===== config.mk =====
export PLATFORM = sky130hd
export DESIGN_NAME = per_pixel_median_of_frames_flat
export DESIGN_NICKNAME = d
export VERILOG_FILES = /design/src/rtl/mpf_pkg.sv /design/src/rtl/mpf_if.sv /design/src/rtl/per_pixel_median_of_frames.sv /design/src/rtl/mpf_cell.sv /design/src/flat_wrapper.sv
export VERILOG_INCLUDE_DIRS = /design/src /design/src/rtl
export SDC_FILE = /design/constraint.sdc
export NUM_CORES = 2
export LEC_CHECK = 0
export BUFFER_PORTS_ARGS = -buffer_cell sky130_fd_sc_hd__buf_2
export CORE_UTILIZATION = 30
export CTS_BUF_LIST = sky130_fd_sc_hd__clkbuf_2 sky130_fd_sc_hd__clkbuf_4 sky130_fd_sc_hd__clkbuf_8
export CTS_CLUSTER_SIZE = 20
export DETAILED_ROUTE_END_ITERATION = 10
export MAX_ROUTING_LAYER = met4
export SLEW_MARGIN = 20
export SYNTH_ARGS = -nofsm -noshare
export SYNTH_HDL_FRONTEND = slang
export SYNTH_SLANG_ARGS = --single-unit

===== constraint.sdc =====
create_clock -name clk -period 3.1 [get_ports clk]
set_clock_uncertainty 0.15 [all_clocks]
set_input_delay 0.155 -clock clk [delete_from_list [all_inputs] [get_ports clk]]
set_output_delay 0.155 -clock clk [all_outputs]
set_load 0.01 [all_outputs]

===== src/rtl/per_pixel_median_of_frames_defines.svh =====
// Assertion macros for the per-pixel temporal median block.
// Included by the RTL files that carry concurrent checks; no other dependencies.
`ifndef PER_PIXEL_MEDIAN_OF_FRAMES_DEFINES_SVH
`define PER_PIXEL_MEDIAN_OF_FRAMES_DEFINES_SVH

`ifndef NO_ASSERTIONS

// Same-cycle implication, checked on every clock outside reset
`define MPF_ASSERT_NOW(lbl, ante, cons) \
  lbl: assert property (@(posedge clk) disable iff (rst) (ante) |-> (cons)) \
    else $error("mpf check failed: same-cycle implication");

// Next-cycle implication, checked on every clock outside reset
`define MPF_ASSERT_NEXT(lbl, ante, cons) \
  lbl: assert property (@(posedge clk) disable iff (rst) (ante) |=> (cons)) \
    else $error("mpf check failed: next-cycle implication");

`else

`define MPF_ASSERT_NOW(lbl, ante, cons)
`define MPF_ASSERT_NEXT(lbl, ante, cons)

`endif

`endif


===== src/rtl/mpf_pkg.sv =====
// Shared types and constants for the per-pixel temporal median block.
// No dependencies; compiled before the interfaces and modules.
package mpf_pkg;

  // Capacity of the sorting chain (samples kept per pixel), 1 to 63
  localparam int MAX_FRAMES = 32;

  localparam int BYTE_W  = 8;
  localparam int COUNT_W = 6;   // width of the reported sample count
  localparam int CNT_W   = $clog2(MAX_FRAMES + 1);
  localparam int IDX_W   = (MAX_FRAMES > 1) ? $clog2(MAX_FRAMES) : 1;

  // One pixel: three colour bytes
  typedef struct packed {
    logic [BYTE_W-1:0] blue;
    logic [BYTE_W-1:0] green;
    logic [BYTE_W-1:0] red;
  } pix_t;

  // One flag per colour channel
  typedef struct packed {
    logic blue;
    logic green;
    logic red;
  } flag_t;

  typedef enum logic {
    ST_LOAD,
    ST_PICK
  } state_t;

endpackage


===== src/rtl/mpf_if.sv =====
// Valid/ready channel interfaces for the per-pixel temporal median block.
// Depends on mpf_pkg for the byte and count widths.
interface mpf_in_if;
  import mpf_pkg::*;

  logic              valid;
  logic              ready;
  logic [BYTE_W-1:0] blue;
  logic [BYTE_W-1:0] green;
  logic [BYTE_W-1:0] red;
  logic              last_sample;

  modport source (output valid, blue, green, red, last_sample, input ready);
  modport sink   (input valid, blue, green, red, last_sample, output ready);
endinterface

interface mpf_out_if;
  import mpf_pkg::*;

  logic               valid;
  logic               ready;
  logic [BYTE_W-1:0]  median_blue;
  logic [BYTE_W-1:0]  median_green;
  logic [BYTE_W-1:0]  median_red;
  logic [COUNT_W-1:0] sample_count;
  logic               overflow;

  modport source (output valid, median_blue, median_green, median_red, sample_count,
                  overflow, input ready);
  modport sink   (input valid, median_blue, median_green, median_red, sample_count,
                  overflow, output ready);
endinterface


===== src/rtl/per_pixel_median_of_frames.sv =====
// Per-pixel temporal median: a chain of insertion-sort slots plus control and result register.
// Depends on mpf_pkg, mpf_if.sv, mpf_cell and per_pixel_median_of_frames_defines.svh.
//
// Usage: one pixel position at a time. Each beat on the samples channel carries
// that pixel's blue, green and red bytes from one frame; last_sample marks the
// final frame. The result channel then gives one beat per pixel: the element at
// sorted index count/2 of each channel (upper median for an even count), the
// number of samples kept and an overflow flag if samples past MAX_FRAMES were
// dropped.
// Throughput: one sample beat per cycle while loading; every slot compares and
// shifts in parallel, so the whole chain takes each insertion at once. After the
// last sample the block moves to its pick state, which copies the median slot into
// the result register.
// Reset clears the count, the overflow flag and the result valid flag; slot
// contents and result data are not cleared, only slots below the count are ever read.
// Receiver stall: samples for the next pixel keep being taken while a result
// waits; the pick state waits until the result register is free, taking no samples.
`include "per_pixel_median_of_frames_defines.svh"

module per_pixel_median_of_frames (
  input  logic clk,
  input  logic rst,
  mpf_in_if.sink    samples,
  mpf_out_if.source result
);
  import mpf_pkg::*;

  state_t             state;
  state_t             state_next;
  logic [CNT_W-1:0]   count;
  logic               dropped;
  logic               in_fire;
  logic               full;
  logic               ins;
  logic               pick;
  logic [CNT_W-1:0]   mid;
  logic [IDX_W-1:0]   idx;
  logic [CNT_W+COUNT_W-1:0] cnt_ext;
  pix_t               sample;
  pix_t               cell_val [MAX_FRAMES];
  flag_t              cell_gt  [MAX_FRAMES];

  assign sample  = '{blue: samples.blue, green: samples.green, red: samples.red};
  assign full    = (count == CNT_W'(MAX_FRAMES));
  assign in_fire = samples.valid && samples.ready;
  assign ins     = in_fire && !full;
  assign mid     = count >> 1;
  assign idx     = mid[IDX_W-1:0];
  assign cnt_ext = {{COUNT_W{1'b0}}, count};

  // Sorting chain
  for (genvar i = 0; i < MAX_FRAMES; i++) begin : g_cell
    pix_t  left_val;
    flag_t left_gt;
    if (i == 0) begin : g_head
      assign left_val = sample;
      assign left_gt  = '0;
    end else begin : g_body
      assign left_val = cell_val[i-1];
      assign left_gt  = cell_gt[i-1];
    end
    mpf_cell u_cell (
      .clk      (clk),
      .load     (ins),
      .occ      (CNT_W'(i) < count),
      .sample   (sample),
      .left_val (left_val),
      .left_gt  (left_gt),
      .val      (cell_val[i]),
      .gt       (cell_gt[i])
    );
  end

  // Control: next state and handshakes
  always_comb begin
    state_next    = state;
    samples.ready = 1'b0;
    pick          = 1'b0;
    case (state)
      ST_LOAD: begin
        samples.ready = 1'b1;
        if (samples.valid && samples.last_sample) state_next = ST_PICK;
      end
      ST_PICK: begin
        pick = !result.valid || result.ready;
        if (pick) state_next = ST_LOAD;
      end
      default: state_next = ST_LOAD;
    endcase
  end

  always_ff @(posedge clk) begin
    if (rst) begin
      state <= ST_LOAD;
    end else begin
      state <= state_next;
    end
  end

  // Sample count and overflow flag, cleared once the result is picked
  always_ff @(posedge clk) begin
    if (rst) begin
      count   <= '0;
      dropped <= 1'b0;
    end else if (pick) begin
      count   <= '0;
      dropped <= 1'b0;
    end else if (in_fire) begin
      if (full) dropped <= 1'b1;
      else      count   <= count + 1'b1;
    end
  end

  // Result register
  always_ff @(posedge clk) begin
    if (rst) begin
      result.valid <= 1'b0;
    end else if (pick) begin
      result.valid <= 1'b1;
    end else if (result.ready) begin
      result.valid <= 1'b0;
    end
  end

  always_ff @(posedge clk) begin
    if (pick) begin
      result.median_blue  <= cell_val[idx].blue;
      result.median_green <= cell_val[idx].green;
      result.median_red   <= cell_val[idx].red;
      result.sample_count <= cnt_ext[COUNT_W-1:0];
      result.overflow     <= dropped;
    end
  end

  // Checks
  `MPF_ASSERT_NOW(a_count_bound, 1'b1, count <= CNT_W'(MAX_FRAMES))
  `MPF_ASSERT_NEXT(a_last_to_pick, in_fire && samples.last_sample, state == ST_PICK)
  `MPF_ASSERT_NEXT(a_pick_clears, pick, result.valid && count == '0 && !dropped)
  `MPF_ASSERT_NEXT(a_drop_flags, in_fire && full && !samples.last_sample, dropped)
  `MPF_ASSERT_NEXT(a_pick_count, pick, result.sample_count == $past(cnt_ext[COUNT_W-1:0]))

endmodule


===== src/rtl/mpf_cell.sv =====
// One slot of the insertion-sort chain: holds one sorted entry per colour channel.
// Depends on mpf_pkg for pix_t and flag_t.
module mpf_cell (
  input  logic         clk,
  input  logic         load,
  input  logic         occ,
  input  mpf_pkg::pix_t  sample,
  input  mpf_pkg::pix_t  left_val,
  input  mpf_pkg::flag_t left_gt,
  output mpf_pkg::pix_t  val,
  output mpf_pkg::flag_t gt
);
  import mpf_pkg::*;

  // Empty slots count as larger than any sample
  always_comb begin
    gt.blue  = !occ || (val.blue  > sample.blue);
    gt.green = !occ || (val.green > sample.green);
    gt.red   = !occ || (val.red   > sample.red);
  end

  // Slot shifts up from its left neighbour, or takes the new sample at the insert point
  always_ff @(posedge clk) begin
    if (load) begin
      if (gt.blue)  val.blue  <= left_gt.blue  ? left_val.blue  : sample.blue;
      if (gt.green) val.green <= left_gt.green ? left_val.green : sample.green;
      if (gt.red)   val.red   <= left_gt.red   ? left_val.red   : sample.red;
    end
  end

endmodule

===== src/flat_wrapper.sv =====
// flat-port wrapper written by rule: the top's interface ports become plain ports
module per_pixel_median_of_frames_flat import mpf_pkg::*;
  (clk, rst, samples_valid, samples_blue, samples_green, samples_red, samples_last_sample, samples_ready, result_valid, result_median_blue, result_median_green, result_median_red, result_sample_count, result_overflow, result_ready);
  mpf_in_if samples_i ();
  mpf_out_if result_i ();
  input  logic clk;
  input  logic rst;
  input wire logic [$bits(samples_i.valid)-1:0] samples_valid;
  input wire logic [$bits(samples_i.blue)-1:0] samples_blue;
  input wire logic [$bits(samples_i.green)-1:0] samples_green;
  input wire logic [$bits(samples_i.red)-1:0] samples_red;
  input wire logic [$bits(samples_i.last_sample)-1:0] samples_last_sample;
  output wire logic [$bits(samples_i.ready)-1:0] samples_ready;
  output wire logic [$bits(result_i.valid)-1:0] result_valid;
  output wire logic [$bits(result_i.median_blue)-1:0] result_median_blue;
  output wire logic [$bits(result_i.median_green)-1:0] result_median_green;
  output wire logic [$bits(result_i.median_red)-1:0] result_median_red;
  output wire logic [$bits(result_i.sample_count)-1:0] result_sample_count;
  output wire logic [$bits(result_i.overflow)-1:0] result_overflow;
  input wire logic [$bits(result_i.ready)-1:0] result_ready;
  assign samples_i.valid = samples_valid;
  assign samples_i.blue = samples_blue;
  assign samples_i.green = samples_green;
  assign samples_i.red = samples_red;
  assign samples_i.last_sample = samples_last_sample;
  assign samples_ready = samples_i.ready;
  assign result_valid = result_i.valid;
  assign result_median_blue = result_i.median_blue;
  assign result_median_green = result_i.median_green;
  assign result_median_red = result_i.median_red;
  assign result_sample_count = result_i.sample_count;
  assign result_overflow = result_i.overflow;
  assign result_i.ready = result_ready;
  per_pixel_median_of_frames u_core (.clk(clk), .rst(rst), .samples(samples_i), .result(result_i));
endmodule

==> impl_metrics.ini <==
[logic_synthesis]
ys_seq_area_share_pct = 41.4
yosysWarningCount = 0
ys_types = 49
ys_ff_latch = 808
synthCells = 4717
async_flop_share_pct = 0
netlist_area_um2 = 58400
syn-num-nets = 5517
synth_edf_count = 799
ys.flop_type = edfxtp_1
avgSynthCellArea_um2 = 12.4

[finish]
most-common-layout-cells = 799 x edfxtp_1, 771 x ha_1, 731 x mux2_2
multi_input_area_um2 = 32600
regArea_um2 = 24200
layout-drive-gt1-share_pct = 29.6
utilization_pct = 34.7
layout_commonest_cell = edfxtp_1
nFillCells = 18700
areaGrowthSynthToFinish_pct = 14.5
final_nets = 5831

[pwr]
p_leak_uw = 0.0248
ir_drop_mv = 0.439
p_per_area_nw_per_um2 = 453

[run]
drv_cap = 0

[clock_tree]
htreeDepth = 4
post_cts_buffers = 0
ctsRootBufferMaster = clkbuf_8
cts_tree = yes
ctsHoldBuffers = 33
clk_latency_ns = 0.91
cts_made_buffers = 148
cts_sinks = 808
cts_resized = 0
path_clk_slew_ns = 0.06
clk_path_buf_depth = 3

[place]
place_congestion = 0.943
pre_cts_ws_ns = 0.208
numPortBuffers = 61
dp_hpwl_um = 138000

[outcome]
status = finished, final reports clean

[routing]
routed_wl_um = 200000
vias = 43100
via_per_inst = 5.61
drtPass1Iterations = 6
final_antenna_net_count = 0
drcViolationCount = 0
drt_iter0_markers = 4148
wl_per_cell_um = 26.0

[worst_setup_path]
crit_start = u_core.count[1]$_SDFFE_PP0P_
slowest_delay_ns = 0.80
crit_path_top_delay_cell = nor2_1
r2r_setup_slack_ns = 0.16
crit_buf_inv = 3
end_kind = flop
cp-start-kind = flop
crit_end = u_core.g_cell[20].u_cell.val[18]$_DFFE_PP_
crit_family = simple AND/OR/NAND/NOR gates
worstPathMaxFanout = 9
reg2reg_from = u_core.count[1]$_SDFFE_PP0P_
crit_chain = inv_1, ha_1, nor2b_1, o21a_1, nor2_1, buf_4, a311oi_4, nor2_1, buf_4
reg2reg_depth = 9
rr_endpoint = u_core.g_cell[20].u_cell.val[18]$_DFFE_PP_
path_depth = 9
worstSetupPathType = flop to flop
worst_ep_required_time_ns = 3.52
arrival_ns = 3.37

[global_routing]
grt_use_total_pct = 20.4
grt_max_degree = 57
antenna_found_initial = 7
grt_pass1_wl_um = 288000
grt_pass1_vias = 43000
grt-ovfl-total = 0

[timing]
setup_viol = 0
worstMarginPinSlew_ns = 1.11
fin_ws_ns = 0.156
finalHoldViolations = 0
relSlewSlack_pct = 26.0
tns_ns = 0
rsz0062_at_grt = no
finalMaxSlewViolations = 0
max_freq_ghz = 0.340
final.period_utilization_pct = 95.0
fin_crit_ns = 2.94

[die]
rows = 161
die-height_um = 443
start_util_pct = 30.3
die_x_um = 443
core_um2 = 193000
die-area_um2 = 196000
ioPinCount = 62

[hold_path]
hold_path_class = input pin to flop
-- cell families after synthesis --
logic type      count (synthesis)  synth area share, %
mux                          1029                 21.4
buf+inv                       395                 2.75
flops                         808                 41.4
simple gates                  806                 6.34
fa+ha+maj                     771                 16.5
xor+xnor                        5               0.0750
compound gates                903                 11.5
-- report_power, final --
| part | switching (uW) | total, uW | leakage [uW] | internal (uW) |
|---|---|---|---|---|
| sequential | 986 | 14100 | 0.00778 | 13100 |
| combinational | 3170 | 5460 | 0.0154 | 2290 |
| clock | 5020 | 10700 | 0.00160 | 5720 |
-- metal layers --
| layer | vias to the layer above | global-route usage, % | wire length (um) |
|---|---|---|---|
| li1 | 19100 | - | - |
| met5 | - | - | 0 |
| met1 | 21700 | 24.9 | 82400 |
| met2 | 1839 | 32.4 | 93400 |
| met3 | 511 | 3.31 | 13500 |
| met4 | 0 | 10.6 | 10800 |
-- cell usage after synthesis, types with 3 or more instances --
master | number | area [um^2]
mux2_4 | 8 | 120
nand2_1 | 274 | 1030
a31o_2 | 3 | 26.3
mux2_2 | 731 | 8230
or2_2 | 4 | 25.0
edfxtp_1 | 799 | 24000
clkbuf_1 | 107 | 402
a211oi_2 | 24 | 300
buf_4 | 14 | 105
nor2b_1 | 39 | 244
a31oi_1 | 25 | 156
xor2_1 | 4 | 35.0
and2_1 | 3 | 18.8
a22oi_1 | 72 | 541
mux2_1 | 5 | 56.3
a211oi_4 | 3 | 60.1
and3_1 | 27 | 169
a21oi_2 | 16 | 140
inv_1 | 213 | 800
o211ai_1 | 9 | 67.6
a311oi_4 | 57 | 1500
buf_2 | 48 | 240
a21o_1 | 32 | 240
nand2b_1 | 3 | 18.8
a31oi_4 | 4 | 85.1
a21oi_1 | 425 | 2130
ha_1 | 771 | 9650
or3_1 | 3 | 18.8
dfxtp_1 | 9 | 180
a311oi_2 | 7 | 105
mux4_2 | 96 | 2160
buf_1 | 12 | 45.0
nor2_1 | 212 | 796
nor3_1 | 32 | 160
nand3_1 | 78 | 390
nand4_1 | 126 | 788
o21ai_0 | 158 | 791
o31a_1 | 63 | 552
mux2i_1 | 189 | 1890
-- worst reg2reg max path, delay by kind of cell (launching register included) --
| family | cells | cell delay [ns] |
|---|---|---|
| adders and majority gates | 1 | 0.25 |
| buffers and inverters | 3 | 0.61 |
| AOI/OAI and AO/OA | 2 | 0.23 |
| and+or+nand+nor | 3 | 1.03 |
| DFF | 1 | 0.37 |
-- metrics by stage --
step,std cells,cell area [um^2],hold slack (ns),total power (uW)
after floorplan,4717,58400,0.0741,17400
after global placement,7374,63500,0.173,19400
after detailed placement,7374,63500,0.179,19600
after CTS,7681,66800,0.0338,30400
after global routing,7684,66800,0.0736,31500
final,7685,66800,0.0956,30300
-- registers in the layout (all words and copies together), names as in the netlist, 6 cells and up --
name and flops:
u_core.count 6, u_core.result.median_green 8, u_core.result.median_red 8, u_core.result.median_blue 8
u_core.g_cell.u_cell.val 768, u_core.result.sample_count 6
-- layout make-up --
class / count / share of cell area, %
Antenna cell: 4 / 0.0150
Clock buffer: 197 / 3.62
Clock inverter: 77 / 0.887
Inverter: 213 / 1.20
Multi-Input combinational cell: 3514 / 48.8
Sequential cell: 808 / 36.2
Tap cell: 2526 / 4.73
Timing Repair Buffer: 346 / 4.53
-- worst min-delay path by stage --
stage               startpoint  cells after the start  slack, ns                          endpoint
floorplan                  rst                      1       0.07  u_core.result.valid$_SDFFE_PP0P_
global placement           rst                      2       0.17  u_core.result.valid$_SDFFE_PP0P_
detailed placement         rst                      2       0.18  u_core.result.valid$_SDFFE_PP0P_
CTS                        rst                      4       0.03      u_core.count[2]$_SDFFE_PP0P_
global route               rst                      4       0.07      u_core.count[2]$_SDFFE_PP0P_
finish                     rst                      4        0.1      u_core.count[2]$_SDFFE_PP0P_
Power figures use the tool's default switching activity.
